==> config.mk <==
export PLATFORM = sky130hd
export DESIGN_NAME = dsf_csr
export DESIGN_NICKNAME = d
export VERILOG_FILES = /design/src/sv/directory_signature_filter_defines.svh /design/src/sv/dsf_pkg.sv /design/src/sv/dsf_csr.sv
export SDC_FILE = /design/constraint.sdc
export NUM_CORES = 1
export LEC_CHECK = 0
export BUFFER_PORTS_ARGS = -buffer_cell sky130_fd_sc_hd__buf_2
export CORE_ASPECT_RATIO = 1.25
export CORE_MARGIN = 2
export CORE_UTILIZATION = 44
export DETAILED_ROUTE_END_ITERATION = 10
export GPL_ROUTABILITY_DRIVEN = 1
export PLACE_DENSITY = 0.85
export REMOVE_ABC_BUFFERS = 1
export SETUP_SLACK_MARGIN = 0.15
export SLEW_MARGIN = 0
export SYNTH_ARGS = -nofsm -noshare
export SYNTH_HDL_FRONTEND = slang
export SYNTH_SLANG_ARGS = --single-unit
export TNS_END_PERCENT = 1
==> constraint.sdc <==
create_clock -name clock -period 2.1 [get_ports clock]
set_input_delay 0.105 -clock clock [delete_from_list [all_inputs] [get_ports clock]]
set_output_delay 0.105 -clock clock [all_outputs]
set_load 0.02 [all_outputs]
==> src/sv/directory_signature_filter_defines.svh <==
// ----------------------------------------------------------------------------
// directory_signature_filter_defines
// Assertion macros used by the signature filter sequencer (dsf_ctrl).
// ----------------------------------------------------------------------------
`ifndef DIRECTORY_SIGNATURE_FILTER_DEFINES_SVH
`define DIRECTORY_SIGNATURE_FILTER_DEFINES_SVH

// same-cycle implication, off while reset is high
`define DSF_ASSERT_IMPL(label, clk, rst, ante, cons) \
   label: assert property (@(posedge clk) disable iff (rst) (ante) |-> (cons)) \
      else $error("dsf: assertion failed");

// next-cycle implication, off while reset is high
`define DSF_ASSERT_NEXT(label, clk, rst, ante, cons) \
   label: assert property (@(posedge clk) disable iff (rst) (ante) |=> (cons)) \
      else $error("dsf: assertion failed");

`endif

==> src/sv/dsf_pkg.sv <==
// ----------------------------------------------------------------------------
// dsf_pkg
// Types, codes, word layouts and the name hash of the signature filter.
// ----------------------------------------------------------------------------
package dsf_pkg;

   // request opcodes
   localparam logic [2:0] OP_OPEN   = 3'd0;
   localparam logic [2:0] OP_ADD    = 3'd1;
   localparam logic [2:0] OP_RECORD = 3'd2;
   localparam logic [2:0] OP_DONE   = 3'd3;
   localparam logic [2:0] OP_QUERY  = 3'd4;
   localparam logic [2:0] OP_TEST   = 3'd5;

   // scan kinds
   localparam logic [1:0] KIND_OTHER  = 2'd0;
   localparam logic [1:0] KIND_CREATE = 2'd1;
   localparam logic [1:0] KIND_MATCH  = 2'd2;
   localparam logic [1:0] KIND_NAME   = 2'd3;

   // query modes
   localparam logic [1:0] MODE_NONE   = 2'd0;
   localparam logic [1:0] MODE_FILTER = 2'd1;
   localparam logic [1:0] MODE_FREE   = 2'd2;

   // query check bits
   localparam int CHK_NAME_BIT = 0;
   localparam int CHK_USER_BIT = 1;
   localparam int CHK_EXT_BIT  = 2;

   // register indexes
   localparam logic [1:0] REG_LOGGED    = 2'd0;
   localparam logic [1:0] REG_REMOVABLE = 2'd1;
   localparam logic [1:0] REG_EXM       = 2'd2;

   localparam logic [7:0]  WILDCARD   = 8'h3F;
   localparam logic [7:0]  FREE_MARK  = 8'hE5;
   localparam logic [6:0]  CHAR_MASK  = 7'h7F;
   localparam logic [15:0] MODULE_CHK = 16'h3F00;
   localparam int          NAME_BYTES = 11;

   localparam int SLOT_W  = 10;
   localparam int DRIVE_W = 4;
   localparam int NAME_W  = 8 * NAME_BYTES;

   // request word layout
   localparam int REQ_TDATA_W = 128;
   localparam int REQ_TUSER_W = 5;
   localparam int DRIVE_LSB   = 0;
   localparam int SLOT_LSB    = 4;
   localparam int NAME_LSB    = 14;
   localparam int USER_LSB    = 102;
   localparam int EXT_LSB     = 110;
   localparam int MOD_LSB     = 118;
   localparam int OP_LSB      = 0;
   localparam int KIND_LSB    = 3;

   // response word layout
   localparam int RSP_TDATA_W = 8;

   typedef enum logic [0:0] {
      ST_IDLE = 1'b0,
      ST_EXEC = 1'b1
   } state_type;

   typedef struct packed {
      logic capture;   // latch request word, read its slot
      logic commit;    // apply the item, load the response register
   } cmd_type;

   typedef struct packed {
      logic [15:0] logged_drives;
      logic        removable_media;
      logic [7:0]  extent_mask;
   } cfg_type;

   typedef struct packed {
      logic [7:0]  user_sig;
      logic [15:0] extent_sig;
      logic [15:0] name_sig;
   } entry_type;

   // rotate-xor hash: each byte ends up rotated left by 4 per later byte
   function automatic logic [15:0] name_hash(input logic [NAME_W-1:0] name);
      logic [15:0] h;
      logic [15:0] b;
      int          r;
      h = '0;
      for (int k = 0; k < NAME_BYTES; k++) begin
         b = {9'd0, name[8*k +: 7] & CHAR_MASK};
         r = (4 * (NAME_BYTES - 1 - k)) & 15;
         h = h ^ ((b << r) | (b >> (16 - r)));
      end
      return h;
   endfunction

   function automatic logic has_wildcard(input logic [NAME_W-1:0] name);
      logic w;
      w = 1'b0;
      for (int k = 0; k < NAME_BYTES; k++) begin
         w = w | (name[8*k +: 8] == WILDCARD);
      end
      return w;
   endfunction

endpackage

==> src/sv/dsf_csr.sv <==
// ----------------------------------------------------------------------------
// dsf_csr
// Register file behind the configuration port.
// ----------------------------------------------------------------------------
module dsf_csr (
   input  logic              clock,
   input  logic              reset,
   input  logic              csr_psel,
   input  logic              csr_penable,
   input  logic              csr_pwrite,
   input  logic [3:0]        csr_paddr,
   input  logic [31:0]       csr_pwdata,
   output logic [31:0]       csr_prdata,
   output logic              csr_pready,
   output dsf_pkg::cfg_type  cfg
);

   logic [15:0] logged_ff, logged_in;
   logic        removable_ff, removable_in;
   logic [7:0]  exm_ff, exm_in;
   logic        wr_en;
   logic [1:0]  reg_idx;

   assign csr_pready = 1'b1;
   assign reg_idx    = csr_paddr[3:2];
   assign wr_en      = csr_psel && csr_penable && csr_pwrite && csr_pready;

   always_comb begin
      logged_in    = logged_ff;
      removable_in = removable_ff;
      exm_in       = exm_ff;
      csr_prdata   = '0;
      case (reg_idx)
         dsf_pkg::REG_LOGGED: begin
            if (wr_en) logged_in = csr_pwdata[15:0];
            csr_prdata = {16'd0, logged_ff};
         end
         dsf_pkg::REG_REMOVABLE: begin
            if (wr_en) removable_in = csr_pwdata[0];
            csr_prdata = {31'd0, removable_ff};
         end
         dsf_pkg::REG_EXM: begin
            if (wr_en) exm_in = csr_pwdata[7:0];
            csr_prdata = {24'd0, exm_ff};
         end
         default: begin
            csr_prdata = '0;
         end
      endcase
   end

   always_ff @(posedge clock) begin
      if (reset) begin
         logged_ff    <= '0;
         removable_ff <= 1'b0;
         exm_ff       <= '0;
      end else begin
         logged_ff    <= logged_in;
         removable_ff <= removable_in;
         exm_ff       <= exm_in;
      end
   end

   assign cfg.logged_drives   = logged_ff;
   assign cfg.removable_media = removable_ff;
   assign cfg.extent_mask     = exm_ff;

endmodule

Word-level counts from Yosys, hierarchy flattened
Index checks and enable logic that the tools add are counted.
Cells by class
  eq/ne operators: 2
  muxes and demuxes: 1
  reduce and logical (&&, ||, !) cells: 6
Operator list (number)
  16-bit case mux with 3 select lines: 1
  2-bit AND reduction: 3
  2-bit by 1-bit == test with 1-bit output, second input constant: 1
  2-bit == test, second input constant: 1
  1-bit logical AND: 2
  2-bit logical NOT: 1
Word-level totals
  bits in registers: 25
  logic and storage cells: 12

Longest topological paths before layout
Gate-level depths: netlist of the first run.
  word-level depth: 3
  gate-level depth with buffers: 4

Least setup slack after synthesis of the first run
OpenSTA, ideal clock, no wires.
  kind: flip-flop to output port
  start: register exm_ff[0]
  end: output csr_prdata[0]
  arrival time: 1027 ps
  data required time: 1995 ps
  setup slack: 968 ps
  stages on the path, launching flop included: 3
  cells stage by stage: dfxtp_1 mux2i_1 o21ai_0
On the way
  longest elaborated chain between the ends: 1
RTL lines
  start, declared: RTL line dsf_csr.sv:20  | logic [7:0] exm_ff, exm_in;
  start signal, assigned: RTL line dsf_csr.sv:60  | exm_ff <= exm_in;
  16-bit case mux with 3 select lines: RTL line dsf_csr.sv:33  | case (reg_idx)
  end, declared: RTL line dsf_csr.sv:13  | output logic [31:0] csr_prdata,
Every way passes these cells.

Worst setup path in the final report of the first run
  start: input csr_paddr[3]
  end: output csr_prdata[0]
On the way
  longest elaborated chain between the ends: 2
RTL lines
  start, declared: RTL line dsf_csr.sv:11  | input logic [3:0] csr_paddr,
  2-bit == test, or another cell as far along: RTL line dsf_csr.sv:33
  16-bit case mux with 3 select lines (*): RTL line dsf_csr.sv:33
Mark *: on every way between the ends. The rest lies on a longest branch, timed or not.

==> impl_metrics.json, run 1 <==
{
  "status": "complete, no violations",
  "power_density_mw_per_mm2": 524,
  "route.detailed.drc": 0,
  "regArea_sq_um": 500,
  "dp_cells": 242,
  "first_iter_violations": 16,
  "core_area_sq_mm": 0.00317,
  "critPathArrivalTime_ps": 1130,
  "path_common_cell": "buf_2",
  "numCtsBuffers": 3,
  "grt_first_pass_wirelength_mm": 4.70,
  "antenna_found_initial": 0,
  "die_area_sq_mm": 0.00377,
  "cp_top_family": "buffers and inverters",
  "cts_buffer_depth": 2,
  "gp_congestion": 0.692,
  "period_minus_slack_ps": 1240,
  "grt_max_degree": 34,
  "p_leak_nw": 0.883,
  "synth_area_per_cell_sq_um": 9.42,
  "path_cells": "buf_2 -> and2b_1 -> nand2_1 -> o21ai_0 -> buf_2",
  "io_pins": 99,
  "end_kind": "output pin",
  "wl_per_cell_um": 12.0,
  "ant_nets": 0,
  "drtPass1Iterations": 4,
  "row_count": 23,
  "port_buffers": 63,
  "grt_pass1_vias": 1060,
  "synthesis.area_sq_mm": 0.00145,
  "worstPathRequired_ps": 2000,
  "hold_violations": 0,
  "cts.sinks": 25,
  "num_vias": 1192,
  "slowest_stage": "buf_2",
  "crit_path_max_incr_delay_ps": 470,
  "drv_cap": 0,
  "synth.yosys.warnings": 0,
  "cts.repair.resized": 0,
  "clkLatencyLatePin_ps": 260,
  "cts-root-buf": "clkbuf_8",
  "yosysSeqAreaShare_pct": 34.5,
  "grt-ovfl-total": 0,
  "vias_per_cell": 4.85,
  "postRouteWirelength_mm": 2.95,
  "multi_input_area_sq_um": 798,
  "drv_slew": 0,
  "die_y_um": 68.2,
  "fin_nets": 251,
  "initial_core_util_pct": 45.8,
  "synth_seq_cells": 25,
  "crit_path_start_kind": "primary input",
  "clkTransAtPathRegs_ps": 80,
  "cp_max_fo": 21,
  "ys_top_cells_by_area": "dfxtp_1 (35%), mux2i_1 (17%), nand2b_1 (11%)",
  "hold_class": "in2reg",
  "diodes": 0,
  "final_util_pct": 53.9,
  "synthCells": 154,
  "grt_usage_pct": 15.6,
  "synth_area_leader_cell": "dfxtp_1",
  "setup_ws_ps": 860,
  "tns_ps": 0,
  "dieWidth_um": 55.4,
  "instances_no_fill": 246,
  "dpl.hpwl_mm": 2.13,
  "nFillCells": 313,
  "vdd_ir_drop_max_v": 0.000438,
  "drive_above_1_share_pct": 34.9,
  "crit_buf_inv": 2,
  "hold_buffers": 0,
  "timing.fmax_mhz": 807,
  "tightest_slew_ps": 589,
  "h-tree-depth": 1,
  "synth_top_area_share_pct": 34.5,
  "clock_skew_ps": 0,
  "cts_setup_buffers": 0,
  "relSlewSlack_pct": 60.8,
  "cts_tree": "built",
  "ys_types": 23,
  "area_growth_pct": 17.6,
  "min_period_over_period_pct": 59.0,
  "finalSetupViolations": 0,
  "crit_type": "in2out",
  "dp_slack_ps": 852,
  "rsz0062_at_grt": "no"
}
-- cells in the mapped netlist --
library cell	count
dfxtp_1	25
mux2i_1	25
nand2b_1	25
buf_4	18
a21oi_1	8
and2_1	8
nand3_1	8
o31ai_1	8
nor2_1	7
buf_6	5
clkbuf_1	3
conb_1	2
nand2_1	2
and2b_1	1
and3_2	1
buf_2	1
nand2_2	1
nand3_4	1
nand3b_4	1
nor2_4	1
nor3_4	1
nor3b_2	1
o21ai_0	1
-- flip-flops by register name, indices dropped and copies added (netlist names) --
name	flops
exm_ff	8
logged_ff	16
removable_ff	1
-- metal layers --
metal | track usage (%) | share of wire [%] | vias to the layer above
li1 | - | - | 592
met1 | 17.9 | 42 | 541
met3 | 2.46 | 7.5 | 2
met5 | 0 | 0 | -
met4 | 4.88 | 0.41 | 0
met2 | 29.8 | 50 | 57
-- worst reg2reg max path: stages (launching register included) --
cell     delay (ps)
dfxtp_1         350
o31ai_1          80
a21oi_1         160
-- cell families after synthesis --
family                 after synthesis  share of synthesized area (%)
AO/OA/AOI/OAI                       17                           7.25
buffers and inverters               27                           14.3
flip-flops                          25                           34.5
multiplexers                        25                           17.3
other                                2                          0.518
AND/OR/NAND/NOR                     58                           26.1
-- report_power, final --
group	internal [W]	switching (W)
Clock	0.000135	0.000140
Sequential	0.000480	0.00000417
Combinational	0.0000438	0.0000913
Total	0.000659	0.000236
-- path summary, 6_finish.rpt --
check	start	to	slack, ps	depth (start not counted)
max	csr_paddr[3]	csr_prdata[0]	860	5
max reg2reg	logged_ff[8]$_SDFFE_PP0P_	logged_ff[8]$_SDFFE_PP0P_	1450	2
min reg2reg	logged_ff[9]$_SDFFE_PP0P_	logged_ff[9]$_SDFFE_PP0P_	480	2
min	csr_pwdata[10]	logged_ff[10]$_SDFFE_PP0P_	90	3
-- cell usage in the layout (no fill, tap or decap), drive strengths merged --
cell type | Yosys | routed
and3 | 1 | 1
nand3b | 1 | 1
a21oi | 8 | 8
nand2 | 3 | 3
o21ai | 1 | 1
nand3 | 9 | 9
dfxtp | 25 | 25
nor2 | 8 | 8
clkbuf | 3 | 4
o31ai | 8 | 8
nor3 | 1 | 1
and2 | 8 | 8
nand2b | 25 | 25
and2b | 1 | 1
nor3b | 1 | 1
buf | 24 | 63
mux2i | 25 | 25
conb | 2 | 17
-- metrics by stage --
stage                     hold slack [ps]  total power [W]  cell area (sq um)
after detailed placement              368         0.000631               1660
after global placement                360         0.000629               1660
final                                91.4         0.000894               1710
after global routing                 79.7         0.000944               1710
after floorplan                       174         0.000571               1300
after CTS                            81.7         0.000906               1710
-- final cells by class --
cell class / instances / area share [%]
clock buffers: 4 / 2.64
flip-flops and latches: 25 / 29.3
well taps: 37 / 2.71
multi-input cells: 117 / 46.8
repair buffers: 63 / 18.5
(Power assumes the default switching activity.)
==> run 2: changes to the inputs <==
Settings changed: CORE_UTILIZATION 44 to 37, PLACE_DENSITY 0.85 to 0.77.
Clock period 2.1 ns to 1 ns, I/O delays scaled along.
==> run 2 against run 1 <==
The flow now finishes with violations (setup timing). Utilization barely moved. Global-route usage fell by 1.1 points. Critical endpoint unchanged. Clock power rose by 120%. Largest power group unchanged. Sequential power rose by 110%. Routed wire length rose by 9.8%. Worst setup slack got worse by 880 ps. Worst hold slack got worse by 74 ps.
==> impl_metrics.json, run 2 (synthesis results as in run 1) <==
{
  "top_register": "logged_ff",
  "drtPass1Iterations": 4,
  "layout_common_cells": "buf_2 (38), mux2i_1 (25), nand2b_1 (25), buf_4 (25), dfxtp_2 (24)",
  "wl_per_cell_um": 11.7,
  "io_pins": 99,
  "min_from": "csr_pwdata[12]",
  "status": "complete, but fails checks",
  "grt_first_pass_wirelength_mm": 4.97,
  "critPathArrivalTime_ps": 970,
  "diodes": 0,
  "clkLatencyLatePin_ps": 260,
  "tns_ps": -32.3,
  "drive_above_1_share_pct": 53.6,
  "drv_slew": 0,
  "top_regs": "logged_ff: 16 flops, exm_ff: 8 flops, removable_ff: 1 flops",
  "crit_path_max_incr_delay_ps": 330,
  "antenna_found_initial": 0,
  "grt_use_met2_pct": 27.5,
  "final_util_pct": 53.9,
  "cp_max_fo": 2,
  "initial_core_util_pct": 38.3,
  "grt_max_degree": 30,
  "dpl.hpwl_mm": 2.40,
  "gr-usage-met1_pct": 16.5,
  "regArea_sq_um": 531,
  "vdd_ir_drop_max_v": 0.000566,
  "area_growth_pct": 40.6,
  "crit_buf_inv": 1,
  "min_period_over_period_pct": 102,
  "power_w": 0.00197,
  "reg2reg_depth": 3,
  "h-tree-depth": 1,
  "timing.fmax_mhz": 980,
  "num_vias": 1247,
  "hold_violations": 0,
  "cts_tree": "built",
  "crit_type": "reg2out",
  "use_met3_pct": 2.78,
  "port_buffers": 63,
  "rsz0062_at_grt": "yes",
  "first_iter_violations": 13,
  "multi_input_area_sq_um": 818,
  "startpoint": "exm_ff[0]$_SDFFE_PP0P_",
  "route.detailed.drc": 0,
  "grt_usage_pct": 14.5,
  "r2r_end": "logged_ff[0]$_SDFFE_PP0P_",
  "grt_pass1_vias": 1114,
  "path_cells": "mux2i_1 -> o21ai_1 -> buf_4",
  "crit_end": "csr_prdata[0]",
  "die_y_um": 74.0,
  "cp_top_family": "flip-flops",
  "grt.busiest_layer": "met2",
  "cts_buffer_depth": 2,
  "gp_congestion": 0.721,
  "grt-ovfl-total": 0,
  "drv_cap": 0,
  "fin_nets": 266,
  "hold_buffers": 0,
  "clkTransAtPathRegs_ps": 90,
  "slowest_stage": "dfxtp_2",
  "postRouteWirelength_mm": 3.24,
  "finalSetupViolations": 2,
  "cts-root-buf": "clkbuf_8",
  "clock_skew_ps": 0,
  "nFillCells": 352,
  "vias_per_cell": 4.49,
  "core_area_sq_mm": 0.00378,
  "cts.sinks": 25,
  "violations": "setup timing",
  "ant_nets": 0,
  "r2r_slack_ps": 320,
  "setup_ws_ps": -20.9,
  "die_area_sq_mm": 0.00444,
  "r2r-start": "logged_ff[0]$_SDFFE_PP0P_",
  "row_count": 25,
  "dieWidth_um": 60.0,
  "whs_ps": 17.3,
  "period_minus_slack_ps": 1020,
  "cp.depth": 3,
  "numCtsBuffers": 3,
  "hold_class": "in2reg",
  "end_kind": "output pin",
  "layout_commonest_cell": "buf_2",
  "crit_path_start_kind": "register",
  "worstPathRequired_ps": 950,
  "power_density_mw_per_mm2": 964,
  "dp_slack_ps": 43.0,
  "p_leak_nw": 1.00,
  "largest_reg_flops": 16
}
## run 2: metrics by stage
stage | area [sq um] | cells
3_5_place_dp | 1830 | 272
3_3_place_gp | 1830 | 272
5_1_grt | 2040 | 278
4_1_cts | 2020 | 278
6_report | 2040 | 278
2_1_floorplan | 1300 | 142
## run 2: area by class of cell
cell class | instances | share of cell area, %
Clock buffer | 4 | 2.21
Multi-Input combinational cell | 117 | 40.1
Sequential cell | 25 | 26.0
Tap cell | 54 | 3.31
Timing Repair Buffer | 78 | 28.3
## run 2: per-layer routing
metal  routed length, um  vias up  share of wire (%)
met4                  18        0               0.56
met1                1290      565                 40
met3                 204        2                6.3
met5                   0        -                  0
met2                1720       56                 53
li1                    -      624                  -
## run 2: tightest hold or removal path: cells and delay by family
kind                   cells  cell delay [ps]
buffers and inverters      1               90
and+or+nand+nor            1               50
AOI/OAI and AO/OA          1               50
## run 2: repair_timing
| action | in CTS | in global routing |
|---|---|---|
| buffers inserted | 2 | 0 |
| setup endpoints to repair | 35 | 26 |
| pin swaps | 2 | 4 |
| gates resized for setup | 61 | 7 |
## run 2: worst min-delay path by stage
stage / to / slack, ps / cells after the start
6_report: logged_ff[12]$_SDFFE_PP0P_ / 20 / 3
4_1_cts: logged_ff[14]$_SDFFE_PP0P_ / 8 / 3
2_1_floorplan: logged_ff[10]$_SDFFE_PP0P_ / 120 / 1
5_1_grt: logged_ff[9]$_SDFFE_PP0P_ / 20 / 3
3_3_place_gp: logged_ff[14]$_SDFFE_PP0P_ / 300 / 3
3_5_place_dp: logged_ff[14]$_SDFFE_PP0P_ / 300 / 3
## run 2: where the power goes
part | switching (W) | leakage [nW] | internal (W) | total, W
combinational | 0.000204 | 0.765 | 0.000146 | 0.000351
clock | 0.000313 | 0.0228 | 0.000284 | 0.000598
sequential | 0.00000938 | 0.214 | 0.00101 | 0.00102
==> run 3: changes to the inputs <==
Settings changed: SKIP_CTS_REPAIR_TIMING set to 1.
==> run 3 against run 2 <==
Non-clock buffer count down 2. Register-to-register slack better by 40 ps. Combinational power down 1%. Clock power shrank 1%. Worst setup slack got worse by 8.9 ps. The run still ends with setup timing left. First-iteration DRC count rose to 2.7 times the previous value. Die area did not move. Final area down 2.0%. Critical path depth stayed put. Via count decreased by 1.3%. Cell count is 0.72% lower. Clock skew unchanged.
==> impl_metrics.json, run 3 (synthesis results as in run 1) <==
{
  "crit_type": "reg2out",
  "rsz0062_at_grt": "yes",
  "p_leak_nw": 0.991,
  "place_area_sq_mm": 0.00183,
  "min_period_over_period_pct": 103,
  "tns_ps": -38.7,
  "timing.fmax_mhz": 971,
  "largest_reg_flops": 16,
  "grt_usage_pct": 13.6,
  "wl_per_cell_um": 11.5,
  "layout_common_cells": "buf_2 (45), mux2i_1 (25), nand2b_1 (25), dfxtp_2 (24), buf_4 (18)",
  "use_met3_pct": 2.78,
  "dpl.hpwl_mm": 2.40,
  "top_regs": "logged_ff: 16 flops, exm_ff: 8 flops, removable_ff: 1 flops",
  "die_area_sq_mm": 0.00444,
  "vias_per_cell": 4.46,
  "drv_cap": 0,
  "status": "complete, but fails checks",
  "grt_max_degree": 30,
  "first_iter_violations": 35,
  "drtPass1Iterations": 4,
  "cts_buffer_depth": 2,
  "violations": "setup timing",
  "layout_commonest_cell": "buf_2",
  "clock_skew_ps": 0,
  "nFillCells": 350,
  "grt_first_pass_wirelength_mm": 4.69,
  "cts-root-buf": "clkbuf_8",
  "dieWidth_um": 60.0,
  "gr-usage-met1_pct": 16.1,
  "cts_tree": "built",
  "gp_congestion": 0.721,
  "area_growth_pct": 37.9,
  "initial_core_util_pct": 38.3,
  "period_minus_slack_ps": 1030,
  "die_y_um": 74.0,
  "hold_class": "in2reg",
  "fin_nets": 264,
  "port_buffers": 63,
  "clkTransAtPathRegs_ps": 90,
  "grt-ovfl-total": 0,
  "finalInstanceArea_sq_mm": 0.00200,
  "final_util_pct": 52.8,
  "row_count": 25,
  "numCtsBuffers": 3,
  "vdd_ir_drop_max_v": 0.000564,
  "cp_max_fo": 3,
  "power_density_mw_per_mm2": 979,
  "grt_use_met2_pct": 25.0,
  "drv_slew": 0,
  "route.detailed.drc": 0,
  "drive_above_1_share_pct": 53.2,
  "grt_pass1_vias": 1059,
  "power_w": 0.00196,
  "postRouteWirelength_mm": 3.17,
  "grt.busiest_layer": "met2",
  "setup_ws_ps": -29.7,
  "antenna_found_initial": 0,
  "finalSetupViolations": 2,
  "core_area_sq_mm": 0.00378,
  "end_kind": "output pin",
  "num_vias": 1231,
  "clkLatencyLatePin_ps": 260,
  "cts.sinks": 25,
  "io_pins": 99,
  "diodes": 0,
  "hold_violations": 0,
  "top_register": "logged_ff",
  "h-tree-depth": 1,
  "ant_nets": 0,
  "critPathArrivalTime_ps": 980,
  "crit_path_start_kind": "register",
  "worstPathRequired_ps": 950
}
-- run 3: final timing paths --
kind,startpoint,slack [ps],endpoint,depth (start not counted)
setup / recovery,exm_ff[0]$_SDFFE_PP0P_,-30,csr_prdata[0],3
hold / removal,csr_pwdata[12],20,logged_ff[12]$_SDFFE_PP0P_,3
setup reg to reg,logged_ff[14]$_SDFFE_PP0P_,360,logged_ff[14]$_SDFFE_PP0P_,2
hold reg to reg,logged_ff[11]$_SDFFE_PP0P_,470,logged_ff[11]$_SDFFE_PP0P_,2
-- run 3: power by group --
| part | switching (W) | internal [W] |
|---|---|---|
| registers | 0.00000965 | 0.00101 |
| clock network | 0.000308 | 0.000284 |
| logic | 0.000203 | 0.000143 |
-- run 3: metrics by stage --
step	hold slack, ps	cells	setup slack [ps]
finish	18.3	276	-29.7
CTS	15.3	276	-135
floorplan	119	142	-76.9
global placement	304	272	54.8
detailed placement	305	272	43.0
global route	24.7	276	-110
-- run 3: layout make-up --
cell class / count / area (sq um) / share of cell area, %
multi-input cells: 117 / 818 / 40.9
repair buffers: 76 / 538 / 26.9
flip-flops and latches: 25 / 531 / 26.5
well taps: 54 / 67.6 / 3.38
clock buffers: 4 / 45.0 / 2.25
-- run 3: metal layers --
layer	wire, um	share of wire [%]
met1	1270	40
met2	1660	53
met3	211	6.7
met4	18	0.57
met5	0	0
-- run 3: worst max-delay path, cell delays in order, from the launching register on --
cell	delay, ps
dfxtp_2	340
mux2i_1	140
o21ai_1	80
buf_4	160
